[config.mk]
export PLATFORM = sky130hd
export DESIGN_NAME = bmp24_gray_decoder_top
export DESIGN_NICKNAME = d
export VERILOG_FILES = /design/src/hdl/bmpgray_pkg.sv /design/src/hdl/bmpgray_queue.sv /design/src/hdl/bmpgray_front.sv /design/src/hdl/bmpgray_back.sv /design/src/hdl/bmp24_gray_decoder_top.sv
export VERILOG_INCLUDE_DIRS = /design/src /design/src/hdl
export SDC_FILE = /design/constraint.sdc
export NUM_CORES = 1
export LEC_CHECK = 0
export BUFFER_PORTS_ARGS = -buffer_cell sky130_fd_sc_hd__buf_2
export CAP_MARGIN = 10
export CORE_MARGIN = 2
export CORE_UTILIZATION = 55
export DETAILED_ROUTE_END_ITERATION = 7
export PLACE_DENSITY = 0.8
export SLEW_MARGIN = 20
export SYNTH_ARGS = -nofsm -noshare
export SYNTH_HDL_FRONTEND = slang
export SYNTH_HIERARCHICAL = 1
export SYNTH_SLANG_ARGS = --single-unit
[constraint.sdc]
create_clock -name clk -period 6 [get_ports clk]
set_input_delay 0.9 -clock clk [delete_from_list [all_inputs] [get_ports clk]]
set_output_delay 0.9 -clock clk [all_outputs]
set_load 0.05 [all_outputs]
[src/hdl/bmp24_gray_decoder_top_defines.svh]
// Assertion macros shared by the bmp24 gray decoder RTL.
`ifndef BMP24_GRAY_DECODER_TOP_DEFINES_SVH
`define BMP24_GRAY_DECODER_TOP_DEFINES_SVH
`ifndef SYNTHESIS
// Check a condition at every clock edge outside reset.
`define BMPG_ASSERT(lbl, prop) \
	lbl: assert property (@(posedge clk) disable iff (!arst_n) (prop)) \
		else $error("bmpgray: assertion failed");
// Check that a condition holds in the cycle after its trigger.
`define BMPG_ASSERT_NEXT(lbl, ante, cons) \
	lbl: assert property (@(posedge clk) disable iff (!arst_n) (ante) |=> (cons)) \
		else $error("bmpgray: assertion failed");
`else
`define BMPG_ASSERT(lbl, prop)
`define BMPG_ASSERT_NEXT(lbl, ante, cons)
`endif
`endif

[src/hdl/bmpgray_pkg.sv]
// Types and constants of the bmp24 gray decoder.
`default_nettype none
package bmpgray_pkg;

	// Image limits and header layout
	localparam int unsigned MAX_DIM      = 4096;
	localparam int unsigned HEADER_BYTES = 54;
	localparam int unsigned DIM_W        = 13;
	localparam int unsigned IDX_W        = 12;
	localparam int unsigned SUM_W        = 10;

	localparam logic [5:0] POS_SIG_END   = 6'd1;
	localparam logic [5:0] POS_WIDTH_END = 6'd21;
	localparam logic [5:0] POS_HGT_END   = 6'd25;
	localparam logic [5:0] POS_DEPTH_END = 6'd29;
	localparam logic [5:0] POS_COMP_END  = 6'd33;
	localparam logic [5:0] POS_LAST      = 6'(HEADER_BYTES - 1);

	localparam logic [7:0]  SIG_B     = 8'h42;
	localparam logic [7:0]  SIG_M     = 8'h4D;
	localparam logic [15:0] DEPTH_24  = 16'd24;

	// Divide by three: multiply by 683 and drop 11 bits (exact for sums up to 765)
	localparam logic [SUM_W-1:0] GRAY_RECIP = 10'd683;
	localparam int unsigned      GRAY_SHIFT = 11;

	// Result kinds
	localparam logic [1:0] KIND_PIXEL  = 2'd0;
	localparam logic [1:0] KIND_ACCEPT = 2'd1;
	localparam logic [1:0] KIND_REJECT = 2'd2;

	// Rejection causes
	localparam logic [2:0] ERR_NONE      = 3'd0;
	localparam logic [2:0] ERR_SIGNATURE = 3'd1;
	localparam logic [2:0] ERR_DEPTH     = 3'd2;
	localparam logic [2:0] ERR_COMPRESS  = 3'd3;
	localparam logic [2:0] ERR_TOO_LARGE = 3'd4;

	// Queue between parser and result stage
	localparam int unsigned QUEUE_DEPTH = 4;
	localparam int unsigned QPTR_W      = 2;
	localparam int unsigned QCNT_W      = 3;

	typedef struct packed {
		logic [7:0] data_byte;
		logic       start_of_file;
	} in_t;

	typedef struct packed {
		logic [1:0]       kind;
		logic [7:0]       gray;
		logic [IDX_W-1:0] row_index;
		logic [IDX_W-1:0] col_index;
		logic [DIM_W-1:0] image_width;
		logic [DIM_W-1:0] image_height;
		logic [2:0]       error_code;
		logic             last_pixel;
	} out_t;

	// One classified event from the parser; sum is the raw channel total
	typedef struct packed {
		logic [1:0]       kind;
		logic [SUM_W-1:0] sum;
		logic [IDX_W-1:0] row;
		logic [IDX_W-1:0] col;
		logic [DIM_W-1:0] width;
		logic [DIM_W-1:0] height;
		logic [2:0]       error_code;
		logic             last;
	} job_t;

endpackage
`default_nettype wire

[src/hdl/bmpgray_queue.sv]
// Small register queue between the byte parser and the result stage.
`default_nettype none
`include "bmp24_gray_decoder_top_defines.svh"
module bmpgray_queue (
	input  wire logic               clk,
	input  wire logic               arst_n,
	input  wire logic               push,
	input  wire bmpgray_pkg::job_t  push_job,
	output logic                    full,
	input  wire logic               pop,
	output logic                    valid,
	output bmpgray_pkg::job_t       pop_job
);

	bmpgray_pkg::job_t                     slot_q [bmpgray_pkg::QUEUE_DEPTH];
	logic [bmpgray_pkg::QPTR_W-1:0]        wr_ptr_q;
	logic [bmpgray_pkg::QPTR_W-1:0]        rd_ptr_q;
	logic [bmpgray_pkg::QCNT_W-1:0]        count_q;

	assign full    = (count_q == bmpgray_pkg::QCNT_W'(bmpgray_pkg::QUEUE_DEPTH));
	assign valid   = (count_q != '0);
	assign pop_job = slot_q[rd_ptr_q];

	// Advance pointers and occupancy
	always_ff @(posedge clk or negedge arst_n) begin
		if (!arst_n) begin
			wr_ptr_q <= '0;
			rd_ptr_q <= '0;
			count_q  <= '0;
		end else begin
			if (push) begin
				wr_ptr_q <= wr_ptr_q + 1'b1;
			end
			if (pop) begin
				rd_ptr_q <= rd_ptr_q + 1'b1;
			end
			case ({push, pop})
				2'b10:   count_q <= count_q + 1'b1;
				2'b01:   count_q <= count_q - 1'b1;
				default: count_q <= count_q;
			endcase
		end
	end

	// Store the pushed event
	always_ff @(posedge clk) begin
		if (push) begin
			slot_q[wr_ptr_q] <= push_job;
		end
	end

	`BMPG_ASSERT(a_count_range, count_q <= bmpgray_pkg::QCNT_W'(bmpgray_pkg::QUEUE_DEPTH))
	`BMPG_ASSERT(a_no_overflow, !(push && full && !pop))

endmodule
`default_nettype wire

[src/hdl/bmpgray_front.sv]
// Byte parser: header checks, dimension capture and pixel triple assembly.
`default_nettype none
`include "bmp24_gray_decoder_top_defines.svh"
module bmpgray_front (
	input  wire logic               clk,
	input  wire logic               arst_n,
	input  wire logic               in_acc,
	input  wire bmpgray_pkg::in_t   in_data,
	output logic                    push,
	output bmpgray_pkg::job_t       job
);

	localparam logic [1:0] PH_IDLE   = 2'd0;
	localparam logic [1:0] PH_HEADER = 2'd1;
	localparam logic [1:0] PH_PIXEL  = 2'd2;
	localparam logic [1:0] PH_DONE   = 2'd3;

	localparam int unsigned DW = bmpgray_pkg::DIM_W;
	localparam int unsigned IW = bmpgray_pkg::IDX_W;
	localparam int unsigned SW = bmpgray_pkg::SUM_W;

	logic [1:0]    phase_q, phase_d;
	logic [5:0]    pos_q, pos_d;
	logic [31:0]   shift_q, shift_d;
	logic [DW-1:0] width_q, width_d, height_q, height_d;
	logic          wbig_q, wbig_d, hbig_q, hbig_d;
	logic [SW-1:0] sum_q, sum_d;
	logic [1:0]    cnt_q, cnt_d;
	logic [IW-1:0] row_q, row_d, col_q, col_d;
	logic [1:0]    pad_q, pad_d;

	logic [1:0]    cur_phase;
	logic [5:0]    cur_pos;
	logic [SW-1:0] cur_sum;
	logic [1:0]    cur_cnt;
	logic [IW-1:0] cur_row, cur_col;
	logic [1:0]    cur_pad;
	logic [31:0]   new_shift;
	logic          field_big;
	logic [DW-1:0] row_inc, col_inc;
	logic [SW-1:0] sum_next;
	logic          is_last;

	// Restart on start of file, then classify the byte
	always_comb begin
		logic sof;
		sof = in_data.start_of_file;

		cur_phase = sof ? PH_HEADER : phase_q;
		cur_pos   = sof ? '0 : pos_q;
		cur_sum   = sof ? '0 : sum_q;
		cur_cnt   = sof ? '0 : cnt_q;
		cur_row   = sof ? '0 : row_q;
		cur_col   = sof ? '0 : col_q;
		cur_pad   = sof ? '0 : pad_q;

		new_shift = {in_data.data_byte, shift_q[31:8]};
		field_big = (new_shift > 32'(bmpgray_pkg::MAX_DIM));
		row_inc   = {1'b0, cur_row} + 1'b1;
		col_inc   = {1'b0, cur_col} + 1'b1;
		sum_next  = cur_sum + SW'(in_data.data_byte);
		is_last   = (row_inc == height_q) && (col_inc == width_q);

		phase_d  = phase_q;
		pos_d    = pos_q;
		shift_d  = shift_q;
		width_d  = width_q;
		height_d = height_q;
		wbig_d   = wbig_q;
		hbig_d   = hbig_q;
		sum_d    = sum_q;
		cnt_d    = cnt_q;
		row_d    = row_q;
		col_d    = col_q;
		pad_d    = pad_q;
		push     = 1'b0;
		job      = '0;

		if (in_acc) begin
			phase_d = cur_phase;
			pos_d   = cur_pos;
			sum_d   = cur_sum;
			cnt_d   = cur_cnt;
			row_d   = cur_row;
			col_d   = cur_col;
			pad_d   = cur_pad;
			case (cur_phase)
				PH_HEADER: begin
					shift_d = new_shift;
					pos_d   = cur_pos + 1'b1;
					case (cur_pos)
						bmpgray_pkg::POS_SIG_END: begin
							if (new_shift[31:16] != {bmpgray_pkg::SIG_M, bmpgray_pkg::SIG_B}) begin
								phase_d        = PH_DONE;
								push           = 1'b1;
								job.kind       = bmpgray_pkg::KIND_REJECT;
								job.error_code = bmpgray_pkg::ERR_SIGNATURE;
							end
						end
						bmpgray_pkg::POS_WIDTH_END: begin
							width_d = new_shift[DW-1:0];
							wbig_d  = field_big;
						end
						bmpgray_pkg::POS_HGT_END: begin
							height_d = new_shift[DW-1:0];
							hbig_d   = field_big;
						end
						bmpgray_pkg::POS_DEPTH_END: begin
							if (new_shift[31:16] != bmpgray_pkg::DEPTH_24) begin
								phase_d        = PH_DONE;
								push           = 1'b1;
								job.kind       = bmpgray_pkg::KIND_REJECT;
								job.error_code = bmpgray_pkg::ERR_DEPTH;
							end
						end
						bmpgray_pkg::POS_COMP_END: begin
							if (new_shift != '0) begin
								phase_d        = PH_DONE;
								push           = 1'b1;
								job.kind       = bmpgray_pkg::KIND_REJECT;
								job.error_code = bmpgray_pkg::ERR_COMPRESS;
							end else if (wbig_q || hbig_q) begin
								phase_d        = PH_DONE;
								push           = 1'b1;
								job.kind       = bmpgray_pkg::KIND_REJECT;
								job.error_code = bmpgray_pkg::ERR_TOO_LARGE;
							end
						end
						bmpgray_pkg::POS_LAST: begin
							phase_d    = (width_q == '0 || height_q == '0) ? PH_DONE : PH_PIXEL;
							push       = 1'b1;
							job.kind   = bmpgray_pkg::KIND_ACCEPT;
							job.width  = width_q;
							job.height = height_q;
						end
						default: ;
					endcase
				end
				PH_PIXEL: begin
					if (cur_pad != '0) begin
						// Drop a row padding byte
						pad_d = cur_pad - 1'b1;
					end else if (cur_cnt == 2'd2) begin
						// Third channel completes a pixel
						push       = 1'b1;
						job.kind   = bmpgray_pkg::KIND_PIXEL;
						job.sum    = sum_next;
						job.row    = cur_row;
						job.col    = cur_col;
						job.width  = width_q;
						job.height = height_q;
						job.last   = is_last;
						sum_d      = '0;
						cnt_d      = '0;
						if (is_last) begin
							phase_d = PH_DONE;
						end else if (col_inc >= width_q) begin
							col_d = '0;
							row_d = row_inc[IW-1:0];
							pad_d = width_q[1:0];
						end else begin
							col_d = col_inc[IW-1:0];
						end
					end else begin
						sum_d = sum_next;
						cnt_d = cur_cnt + 1'b1;
					end
				end
				default: ;
			endcase
		end
	end

	// Hold parse state
	always_ff @(posedge clk or negedge arst_n) begin
		if (!arst_n) begin
			phase_q  <= PH_IDLE;
			pos_q    <= '0;
			shift_q  <= '0;
			width_q  <= '0;
			height_q <= '0;
			wbig_q   <= 1'b0;
			hbig_q   <= 1'b0;
			sum_q    <= '0;
			cnt_q    <= '0;
			row_q    <= '0;
			col_q    <= '0;
			pad_q    <= '0;
		end else begin
			phase_q  <= phase_d;
			pos_q    <= pos_d;
			shift_q  <= shift_d;
			width_q  <= width_d;
			height_q <= height_d;
			wbig_q   <= wbig_d;
			hbig_q   <= hbig_d;
			sum_q    <= sum_d;
			cnt_q    <= cnt_d;
			row_q    <= row_d;
			col_q    <= col_d;
			pad_q    <= pad_d;
		end
	end

	`BMPG_ASSERT_NEXT(a_sof_restart, in_acc && in_data.start_of_file, phase_q == PH_HEADER)
	`BMPG_ASSERT(a_push_needs_beat, !(push && !in_acc))

endmodule
`default_nettype wire

[src/hdl/bmpgray_back.sv]
// Result stage: turns queued events into output beats, dividing sums by three.
`default_nettype none
`include "bmp24_gray_decoder_top_defines.svh"
module bmpgray_back (
	input  wire logic               clk,
	input  wire logic               arst_n,
	input  wire logic               job_valid,
	input  wire bmpgray_pkg::job_t  job,
	output logic                    pop,
	output logic                    out_valid,
	input  wire logic               out_ready,
	output bmpgray_pkg::out_t       out_data
);

	localparam int unsigned PW = 2 * bmpgray_pkg::SUM_W;

	logic              valid_q;
	bmpgray_pkg::out_t data_q;
	logic [PW-1:0]     prod;
	logic              out_is_pixel;
	logic              out_is_reject;
	logic              out_has_dims;

	// Take a new event whenever the output register is free or draining
	assign pop       = job_valid && (!valid_q || out_ready);
	assign out_valid = valid_q;
	assign out_data  = data_q;

	assign prod = PW'(job.sum) * PW'(bmpgray_pkg::GRAY_RECIP);

	always_ff @(posedge clk or negedge arst_n) begin
		if (!arst_n) begin
			valid_q <= 1'b0;
		end else if (pop) begin
			valid_q <= 1'b1;
		end else if (out_ready) begin
			valid_q <= 1'b0;
		end
	end

	// Load the output beat
	always_ff @(posedge clk) begin
		if (pop) begin
			data_q.kind         <= job.kind;
			data_q.gray         <= prod[bmpgray_pkg::GRAY_SHIFT +: 8];
			data_q.row_index    <= job.row;
			data_q.col_index    <= job.col;
			data_q.image_width  <= job.width;
			data_q.image_height <= job.height;
			data_q.error_code   <= job.error_code;
			data_q.last_pixel   <= job.last;
		end
	end

	// Classify the held beat for the checks below
	assign out_is_pixel  = valid_q && (data_q.kind == bmpgray_pkg::KIND_PIXEL);
	assign out_is_reject = valid_q && (data_q.kind == bmpgray_pkg::KIND_REJECT);
	assign out_has_dims  = (data_q.image_width != '0) || (data_q.image_height != '0);

	`BMPG_ASSERT(a_pixel_no_error, !(out_is_pixel && data_q.error_code != bmpgray_pkg::ERR_NONE))
	`BMPG_ASSERT(a_reject_no_dims, !(out_is_reject && out_has_dims))

endmodule
`default_nettype wire

[src/hdl/bmp24_gray_decoder_top.sv]
// Top level of the streaming 24-bit BMP to gray pixel decoder.
//
// Input channel (in_valid/in_ready/in_data) carries one file byte per beat;
// start_of_file marks byte 0 and restarts parsing at any point. Output
// channel (out_valid/out_ready/out_data) carries header accept, header
// reject (with error_code) and gray pixel beats in file order.
// One byte is taken per cycle while the event queue is not full. A byte
// that produces a result is classified as it is taken and written into
// the event queue at its input beat; the result stage, which divides the
// channel sum by three with a small multiply, then pops it and loads the
// output register once that register is free or draining.
// A four-entry queue separates parser and result stage, so the parser keeps
// taking bytes while the receiver stalls; in_ready drops only once the
// queue is full. Padding bytes, pixel bytes that complete no pixel and
// header bytes other than the accepting or rejecting one produce no beat.
// Reset clears the parser to wait for a start of file and empties the queue
// and the output register; bytes before the first start of file are dropped.
`default_nettype none
module bmp24_gray_decoder_top (
	input  wire logic               clk,
	input  wire logic               arst_n,
	input  wire logic               in_valid,
	output logic                    in_ready,
	input  wire bmpgray_pkg::in_t   in_data,
	output logic                    out_valid,
	input  wire logic               out_ready,
	output bmpgray_pkg::out_t       out_data
);

	logic              in_acc;
	logic              push;
	logic              q_full;
	logic              q_valid;
	logic              pop;
	bmpgray_pkg::job_t push_job;
	bmpgray_pkg::job_t pop_job;

	assign in_ready = !q_full;
	assign in_acc   = in_valid && in_ready;

	bmpgray_front u_front (
		.clk     (clk),
		.arst_n  (arst_n),
		.in_acc  (in_acc),
		.in_data (in_data),
		.push    (push),
		.job     (push_job)
	);

	bmpgray_queue u_queue (
		.clk      (clk),
		.arst_n   (arst_n),
		.push     (push),
		.push_job (push_job),
		.full     (q_full),
		.pop      (pop),
		.valid    (q_valid),
		.pop_job  (pop_job)
	);

	bmpgray_back u_back (
		.clk       (clk),
		.arst_n    (arst_n),
		.job_valid (q_valid),
		.job       (pop_job),
		.pop       (pop),
		.out_valid (out_valid),
		.out_ready (out_ready),
		.out_data  (out_data)
	);

endmodule
`default_nettype wire
==> qor.txt, run 1 <==
status: finished, final reports clean
H-tree depth: 2
Seq/Total Area, Yosys: 62.05%
largest net degree at the start of global routing: 67
gr usage total: 21.76%
final std cells w/o fill: 1,922
slew at the pin closest to its max-slew limit: 1015 ps
# rows: 70
initial antenna violation count: 0
critical path launch point type: flop
share of cells above drive strength 1: 21.25%
Wirelength per Cell: 20.93 um
reg2reg end: u_back/out_data[60]
Worst slew margin: 32.33%
clock-pin slew on the worst setup and hold paths: 60 ps
Hold Vio Cnt, Final: 0
initial cell density of the core: 55.44%
Root Driver: clkbuf_16
first-pass GRT wire length: 65,050 um
#FFs+latches synth: 434
FMAX: 192.5 MHz
initial DRC count: 1,011
count of pins over their slew limit: 0
fin crit share: 86.59%
Post-synth EDFFs: 328
RSZ-0062 raised after global routing: no
met1 wire length: 17,660 um
WL final: 40,240 um
synth unique cells: 77
Post-synth ARST share: 24.42%
die width: 195.4 um
commonest non-fill, non-tap cell in the layout: edfxtp_1
DRC: 0
Setup-failing EPs final: 0
Max-cap violations: 0
Clock Path Buffers: 3
syn nets: 1,461
CTS tree: yes
CP Capture Type: flop
Die Ht: 195.4 um
Post-CTS Setup Inserts: 0
Top Ports: 79
Fillers: 2,556
diode count: 0
Vias/cell: 5.984
# hold bufs at CTS: 0
syn avg cell area: 15.10 um2
crit path DAT: 5480 ps
CP Class: flop to flop
Area Growth Syn to Fin: 11.37%
Worst Skew: 16.68 ps
Worst EP required: 6290 ps
core outline area: 36,350 um2
RR Startpoint: u_queue/rd_ptr_q[0]
min cycle time layout: 5196 ps
Worst-Skew Late Latency: 550 ps
CTS-repair resized insts: 0
Sink Count: 434
NumNets Final: 1,547
highest routed layer: met4
post-synthesis cell count: 1,334
worst hold path type: input pin to asynchronous set/reset pin
full die area: 38,180 um2
Buffers on Ports: 78
CP Max Fanout: 15
most frequent cells in the layout: 328 x edfxtp_1, 104 x dfrtp_1, 91 x ha_1, 77 x buf_2, 75 x inv_1
synth warn: 6
vias in the first global route: 11,730
post-DP HPWL: 26,220 um
vias: 11,500
Placed Instances: 1,843
gr ovfl total: 0
post-synthesis cell area: 20,150 um2
Main synth FF type: edfxtp_1
Total Neg Setup Slack: 0 ps
first drt pass iteration count: 5
DR WL met3: 1839 um
CTS Buf Count: 43
routed wl met2: 19,840 um
R2R cell count: 16
number of routed nets with antenna violations: 0
worst reg2reg setup slack: 800 ps
Routability Congestion: 0.9157
-- logic make-up after synthesis --
family	synth area share [%]
xor+xnor	2.304
mux	10.54
flops	62.05
compound gates	5.924
simple gates	8.482
fa+ha+maj	7.936
buf+inv	2.770
-- per-stage QoR --
step / area [um2] / util (%) / setup WS (ps) / hold WS, ps
2_1_floorplan: 20150 / - / 104.0 / 442.2
3_3_place_gp: 21030 / 57.87 / 818.6 / 457.5
3_5_place_dp: 21030 / 57.87 / 603.5 / 465.7
4_1_cts: 22440 / 61.74 / 809.8 / 479.2
5_1_grt: 22440 / 61.74 / 472.5 / 496.5
6_report: 22440 / 61.74 / 804.3 / 466.1
-- cells in the mapped netlist, types with 5 or more instances --
cell      instances  share of area (%)
nand3_1          27               0.67
o21bai_1          6               0.22
and2_1           22               0.68
nor2_1           44               0.82
o31ai_1           7               0.26
and3_1           34                1.1
clkbuf_1         31               0.58
nor2b_1          27               0.84
buf_1             5              0.093
o21a_1            6               0.22
xor2_1           20               0.87
a21oi_1          37               0.92
nand4_1          12               0.37
inv_1            75                1.4
nor4_1           12               0.37
nor3_1           26               0.65
mux4_2           66                7.4
edfxtp_1        328                 49
a22o_1           12               0.52
dfrtp_1         106                 13
xnor2_1          33                1.4
ha_1             91                5.7
nand2b_1         21               0.65
or3_1             5               0.16
mux2_2           53                3.0
buf_2             8               0.20
o21ai_0          38               0.94
a21o_1            8               0.30
nand2_1          55                1.0
fa_1             23                2.3
-- worst max path at each step --
stage                        startpoint                   to  slack (ps)
finish              u_queue/rd_ptr_q[0]  u_back/out_data[60]         800
global route        u_queue/rd_ptr_q[0]  u_back/out_data[60]         470
CTS                 u_queue/rd_ptr_q[0]  u_back/out_data[60]         810
detailed placement           in_data[0]     u_front/pad_q[0]         600
global placement             in_data[0]     u_front/col_q[0]         820
floorplan                    in_data[0]     u_front/col_q[0]         100
-- routing by layer --
layer | up-vias | track usage (%)
met3 | 71 | 3.074
met4 | 0 | 5.994
li1 | 5258 | -
met1 | 5837 | 30.71
met2 | 335 | 35.89
met5 | - | 0
-- state kept, by name, indices dropped and copies added, names as in the netlist, 2 cells and up --
| signal | flops |
|---|---|
| u_back/out_data | 64 |
| u_queue/wr_ptr_q | 2 |
| u_front/sum_q | 10 |
| u_front/phase_q | 2 |
| u_front/width_q | 13 |
| u_front/pad_q | 2 |
| u_front/row_q | 12 |
| u_front/height_q | 13 |
| u_queue/count_q | 3 |
| u_front/shift_q | 24 |
| u_front/pos_q | 6 |
| u_front/col_q | 12 |
| u_front/cnt_q | 2 |
| u_queue/rd_ptr_q | 2 |
| u_queue/slot_q | 264 |
-- worst max-delay path, cell delays in order, from the launching register on --
cell,delay [ps]
dfrtp_4,600
mux4_2,620
ha_1,330
ha_1,300
inv_1,60
fa_1,540
inv_1,50
fa_1,490
inv_1,50
fa_1,500
inv_1,40
ha_1,330
a21o_1,190
a2bb2oi_1,190
o21ai_1,180
a2111oi_2,380
nor3_1,90
-- final cells by class --
class                           count  area [um2]  share of cell area [%]
Tap cell                          468       585.6                   2.609
Clock buffer                       66        1277                   5.693
Multi-Input combinational cell    773        7104                   31.66
Clock inverter                     13       128.9                  0.5743
Sequential cell                   434       12510                   55.73
Inverter                           75       281.5                   1.255
Timing Repair Buffer               93       555.5                   2.476
Power of run 1 is not shown: default switching activity piles up to over one toggle a cycle in this logic, so the estimate is an artifact.
==> inputs of run 2 (changes only) <==
- PLACE_DENSITY: 0.8 -> 0.83
- clock period: 6 -> 4.2 ns (I/O delays scaled with it)
==> run 2 against run 1 <==
Effect of this change:
- die area unchanged
- critical path type unchanged
- register-to-register slack worse by 1200 ps
- cell count up 5.6%
- worst setup slack worse by 1200 ps
- the flow now finishes with violations (negative setup slack)
==> qor.txt, run 2 (synthesis results as in run 1) <==
status: complete, but fails checks
failing checks: negative setup slack
Die Ht: 195.4 um (unchanged)
Wirelength per Cell: 21.14 um (+0.97%)
commonest non-fill, non-tap cell in the layout: edfxtp_1
Worst slew margin: 46.32% (+14 points)
Design Area, Final: 23,680 um2 (+5.5%)
Clock Path Buffers: 3 (unchanged)
final std cells w/o fill: 2,030 (+5.6%)
dpl cell area: 22,110 um2 (+5.1%)
gr ovfl total: 0 (unchanged)
vias: 12,020 (+4.5%)
Routability Congestion: 0.8973 (-2.0%)
Sink Count: 434 (unchanged)
Setup-failing EPs final: 8 (+8)
core outline area: 36,350 um2 (unchanged)
most frequent cells in the layout: 328 x edfxtp_1, 112 x buf_4, 104 x dfrtp_1, 77 x buf_2, 71 x ha_1
slew at the pin closest to its max-slew limit: 802.8 ps (-212.2 ps)
Max-cap violations: 0 (unchanged)
Worst EP required: 4490 ps (-1800 ps)
count of pins over their slew limit: 0 (unchanged)
Vias/cell: 5.923 (-1.0%)
post-DP HPWL: 29,760 um (+13%)
CP Max Fanout: 6 (-9)
Buffers on Ports: 78 (unchanged)
number of routed nets with antenna violations: 0 (unchanged)
first drt pass iteration count: 4 (-1)
Hold Vio Cnt, Final: 0 (unchanged)
CP Class: flop to flop
CTS Buf Count: 44 (+2.3%)
vias in the first global route: 12,500 (+6.6%)
DRC: 0 (unchanged)
first-pass GRT wire length: 68,290 um (+5.0%)
fin crit share: 110.2% (+24 points)
min cycle time layout: 4627 ps (-568.5 ps)
diode count: 0 (unchanged)
clock-pin slew on the worst setup and hold paths: 60 ps (about the same)
Largest register FFs: 264 (unchanged)
# rows: 70 (unchanged)
full die area: 38,180 um2 (unchanged)
gr usage total: 22.96% (+1.2 points)
H-tree depth: 2 (unchanged)
WL final: 42,910 um (+6.6%)
Root Driver: clkbuf_16
worst hold path type: input pin to asynchronous set/reset pin
Fillers: 2,411 (-5.7%)
final worst slack: -427.1 ps (-1231 ps)
initial cell density of the core: 55.44% (unchanged)
RSZ-0062 raised after global routing: yes
Total Neg Setup Slack: -3011 ps (-3011 ps)
crit path DAT: 4910 ps (-570 ps)
CTS tree: yes
share of cells above drive strength 1: 29.39% (+8.1 points)
Worst-Skew Late Latency: 550 ps (about the same)
critical path launch point type: flop
Worst Skew: 25.14 ps (+8.456 ps)
largest net degree at the start of global routing: 66 (-1.5%)
Largest Register: u_queue/slot_q
NumNets Final: 1,654 (+6.9%)
initial antenna violation count: 0 (unchanged)
initial DRC count: 1,041 (+3.0%)
FMAX: 216.1 MHz (+12%)
CP Capture Type: flop
# hold bufs at CTS: 0 (unchanged)
Top Ports: 79 (unchanged)
die width: 195.4 um (unchanged)
Area Growth Syn to Fin: 17.52%
post-layout util: 65.15% (+3.4 points)
Placed Instances: 1,942 (+5.4%)
-- run 2: cell types whose count changed in the layout (fill, tap and decap cells not counted), sizes merged --
cell      delta
bufinv       +2
inv          +1
clkinvlp     +1
buf        +106
clkinv       +8
clkbuf      -10
-- run 2: worst paths after layout --
| path | start | endpoint | slack, ps | depth (start not counted) |
|---|---|---|---|---|
| max | u_queue/rd_ptr_q[0] | u_back/out_data[60] | -430 | 13 |
| min | arst_n | u_front/sum_q[6] | 30 | 1 |
| max reg2reg | u_queue/rd_ptr_q[0] | u_back/out_data[60] | -430 | 13 |
| min reg2reg | u_front/sum_q[3] | u_front/sum_q[3] | 480 | 2 |
| max in group asynchronous | arst_n | u_queue/wr_ptr_q[0] | 3320 | 2 |
| min in group clk | out_ready | u_back/out_valid | 350 | 3 |
-- run 2: worst max-delay path, cell delays in order, from the launching register on --
cell     delay [ps]
dfrtp_4         490
buf_12          150
mux4_2          520
ha_4            290
fa_1            530
fa_1            450
fa_1            430
ha_1            300
ha_1            230
a21oi_1         230
o21ai_0         230
or3_1           360
nand3_1          90
nor3_1           50
-- run 2: final cells by class --
type	count	area, um2	share of cell area, %
clock inverter	25	230.2	0.9722
inverter	75	281.5	1.189
sequential	434	12510	52.82
clock buffer	56	1156	4.882
multi-input combinational	773	7502	31.68
tap	468	585.6	2.473
timing repair buffer	199	1418	5.986
-- run 2: through the flow --
step / hold slack, ps / setup slack [ps]
after global routing: 45.41 / -608.4
after global placement: 456.5 / -427.4
after CTS: 26.03 / -414.8
final: 30.41 / -427.1
after floorplan: 334.4 / -747.0
after detailed placement: 470.5 / -508.7
-- run 2: routing by layer --
layer,global-route usage [%],part of all wire [%],vias up
met5,0,0,-
met4,8.764,3.4,0
met3,4.059,5.3,86
met2,37.99,49,350
met1,30.68,42,6119
li1,-,-,5469
-- run 2: repair_timing --
| action | 4_1_cts | 5_1_grt |
|---|---|---|
| setup buffers | 6 | 1 |
| resized for setup | 8 | 13 |
| pin swaps | 6 | 9 |
| cloned | 0 | 0 |
| endpoints found under the setup margin | 8 | 39 |
Power of run 2 is left out for the same reason.
==> inputs of run 3 (changes only) <==
- RECOVER_POWER: default -> 50
- SLEW_MARGIN: 20 -> 40
==> run 3 against run 2 <==
Effect of this change:
- the run ends with max-capacitance violations, max-slew violations, negative setup slack left
- worst hold slack better by 310 ps
- worst setup slack better by 6.6 ps
- design area down 0.60%
- global-route usage unchanged
- first-iteration DRC count down 3.6%
- critical path depth unchanged
- sequential cell count unchanged
- sequential share of layout area up 0.32 points
- non-clock buffer count unchanged
- cell count unchanged
==> qor.txt, run 3 (synthesis results as in run 1) <==
R2R cell count: 13 (unchanged)
Hold Vio Cnt, Final: 0 (unchanged)
gr usage total: 22.96% (unchanged)
Routability Congestion: 0.8973 (unchanged)
share of cells above drive strength 1: 24.39% (-5.0 points)
CTS tree: yes
core outline area: 36,350 um2 (unchanged)
Max-cap violations: 4 (+4)
gr ovfl total: 0 (unchanged)
Sink Count: 434 (unchanged)
hold path cells: 3
DRC: 0 (unchanged)
Top Ports: 79 (unchanged)
crit path DAT: 4910 ps (about the same)
Worst Skew: 25.23 ps (+0.09060 ps)
fin crit share: 110.0% (-0.16 points)
Worst EP required: 4490 ps (about the same)
Largest register FFs: 264 (unchanged)
Buffers on Ports: 78 (unchanged)
first drt pass iteration count: 5 (+1)
min cycle time layout: 4621 ps (-6.604 ps)
routed wl met2: 21,060 um (+0.25%)
critical path's most frequent cell: fa_1
Worst slew margin: -70.51% (-120 points)
post-DP HPWL: 29,760 um (unchanged)
DR WL met3: 2450 um (+7.5%)
post-layout util: 64.76% (-0.39 points)
met1 wire length: 17,990 um (-1.0%)
clock-pin slew on the worst setup and hold paths: 60 ps (about the same)
NumNets Final: 1,654 (unchanged)
failing checks: max-capacitance violations, max-slew violations, negative setup slack
CP max-delay cell: fa_1
max incr delay on CP: 530 ps (about the same)
first-pass GRT wire length: 68,290 um (unchanged)
Total Neg Setup Slack: -3630 ps (-618.8 ps)
Area Growth Syn to Fin: 16.82%
RSZ-0062 raised after global routing: yes
initial cell density of the core: 55.44% (unchanged)
number of routed nets with antenna violations: 0 (unchanged)
Placed Instances: 1,942 (unchanged)
initial DRC count: 1,004 (-3.6%)
Wirelength per Cell: 21.16 um (+0.12%)
commonest non-fill, non-tap cell in the layout: edfxtp_1
CP Class: flop to flop
WL final: 42,960 um (+0.12%)
# hold bufs at CTS: 0 (unchanged)
most frequent cells in the layout: 328 x edfxtp_1, 104 x dfrtp_1, 96 x buf_4, 86 x clkbuf_1, 71 x ha_1
die width: 195.4 um (unchanged)
diode count: 0 (unchanged)
H-tree depth: 2 (unchanged)
vias: 12,080 (+0.44%)
slew at the pin closest to its max-slew limit: 2556 ps (+1753 ps)
final worst slack: -420.5 ps (+6.604 ps)
vias in the first global route: 12,500 (unchanged)
Largest Register: u_queue/slot_q
critical path launch point type: flop
CP Capture Type: flop
Vias/cell: 5.949 (+0.44%)
worst hold path type: input pin to flop
# rows: 70 (unchanged)
highest routed layer: met4
CP Max Fanout: 6 (unchanged)
full die area: 38,180 um2 (unchanged)
CTS Buf Count: 44 (unchanged)
Root Driver: clkbuf_16
Worst-Skew Late Latency: 550 ps (about the same)
final std cells w/o fill: 2,030 (unchanged)
Clock Path Buffers: 3 (unchanged)
FMAX: 216.4 MHz (+0.14%)
initial antenna violation count: 0 (unchanged)
critical path cell sequence: buf_12 -> mux4_2 -> ha_4 -> fa_1 -> fa_1 -> fa_1 -> ha_1 -> ha_1 -> a21oi_1 -> o21ai_0 -> or3_1 -> nand3_1 -> nor3_1
count of pins over their slew limit: 123 (+123)
Die Ht: 195.4 um (unchanged)
Setup-failing EPs final: 21 (+13)
status: complete, but fails checks
largest net degree at the start of global routing: 66 (unchanged)
## run 3: changes by cell type in the layout (fill, tap and decap cells not counted), sizes merged
cell,before,now
buf,199,116
clkbuf,56,139
## run 3: worst max-delay path: cells and delay by family, from the launching register on
| family | cells | cell delay [ps] |
|---|---|---|
| compound gates | 2 | 450 |
| simple gates | 3 | 500 |
| flops | 1 | 490 |
| fa+ha+maj | 6 | 2230 |
| mux | 1 | 520 |
| buf+inv | 1 | 150 |
## run 3: per-layer routing
| metal | vias up | GRT usage [%] |
|---|---|---|
| li1 | 5478 | - |
| met1 | 6119 | 30.68 |
| met2 | 393 | 37.99 |
| met3 | 87 | 4.059 |
| met4 | 0 | 8.764 |
| met5 | - | 0 |
## run 3: metrics by stage
step                      hold WS, ps  setup slack (ps)  instance area (um2)
final                           340.7            -420.5                23540
after global routing            356.6            -608.4                23540
after CTS                       26.03            -414.8                23600
after detailed placement        470.5            -508.7                22110
after global placement          456.5            -427.4                22110
after floorplan                 334.4            -747.0                20500
## run 3: final cells by class
cell class              count  area [um2]
clock buffers              56        1156
clock inverters            25       230.2
fillers                  2472       12810
inverters                  75       281.5
multi-input cells         773        7488
flip-flops and latches    434       12510
well taps                 468       585.6
repair buffers            199        1289
## run 3: final timing paths
path / slack, ps / to / start
setup / recovery: -420 / u_back/out_data[60] / u_queue/rd_ptr_q[0]
hold / removal: 340 / u_back/out_valid / out_ready
setup reg to reg: -420 / u_back/out_data[60] / u_queue/rd_ptr_q[0]
hold reg to reg: 480 / u_front/pos_q[1] / u_front/pos_q[1]
max in group asynchronous: 970 / u_front/col_q[0] / arst_n
min in group asynchronous: 590 / u_front/sum_q[6] / arst_n
## run 3: repair_timing
item,in CTS,in global routing
resized for setup,8,13
setup endpoints to repair,8,39
hold endpoints to repair,0,0
buffers inserted,6,1
cloned,0,0
pin swaps,6,9
Power of run 3 is left out for the same reason.
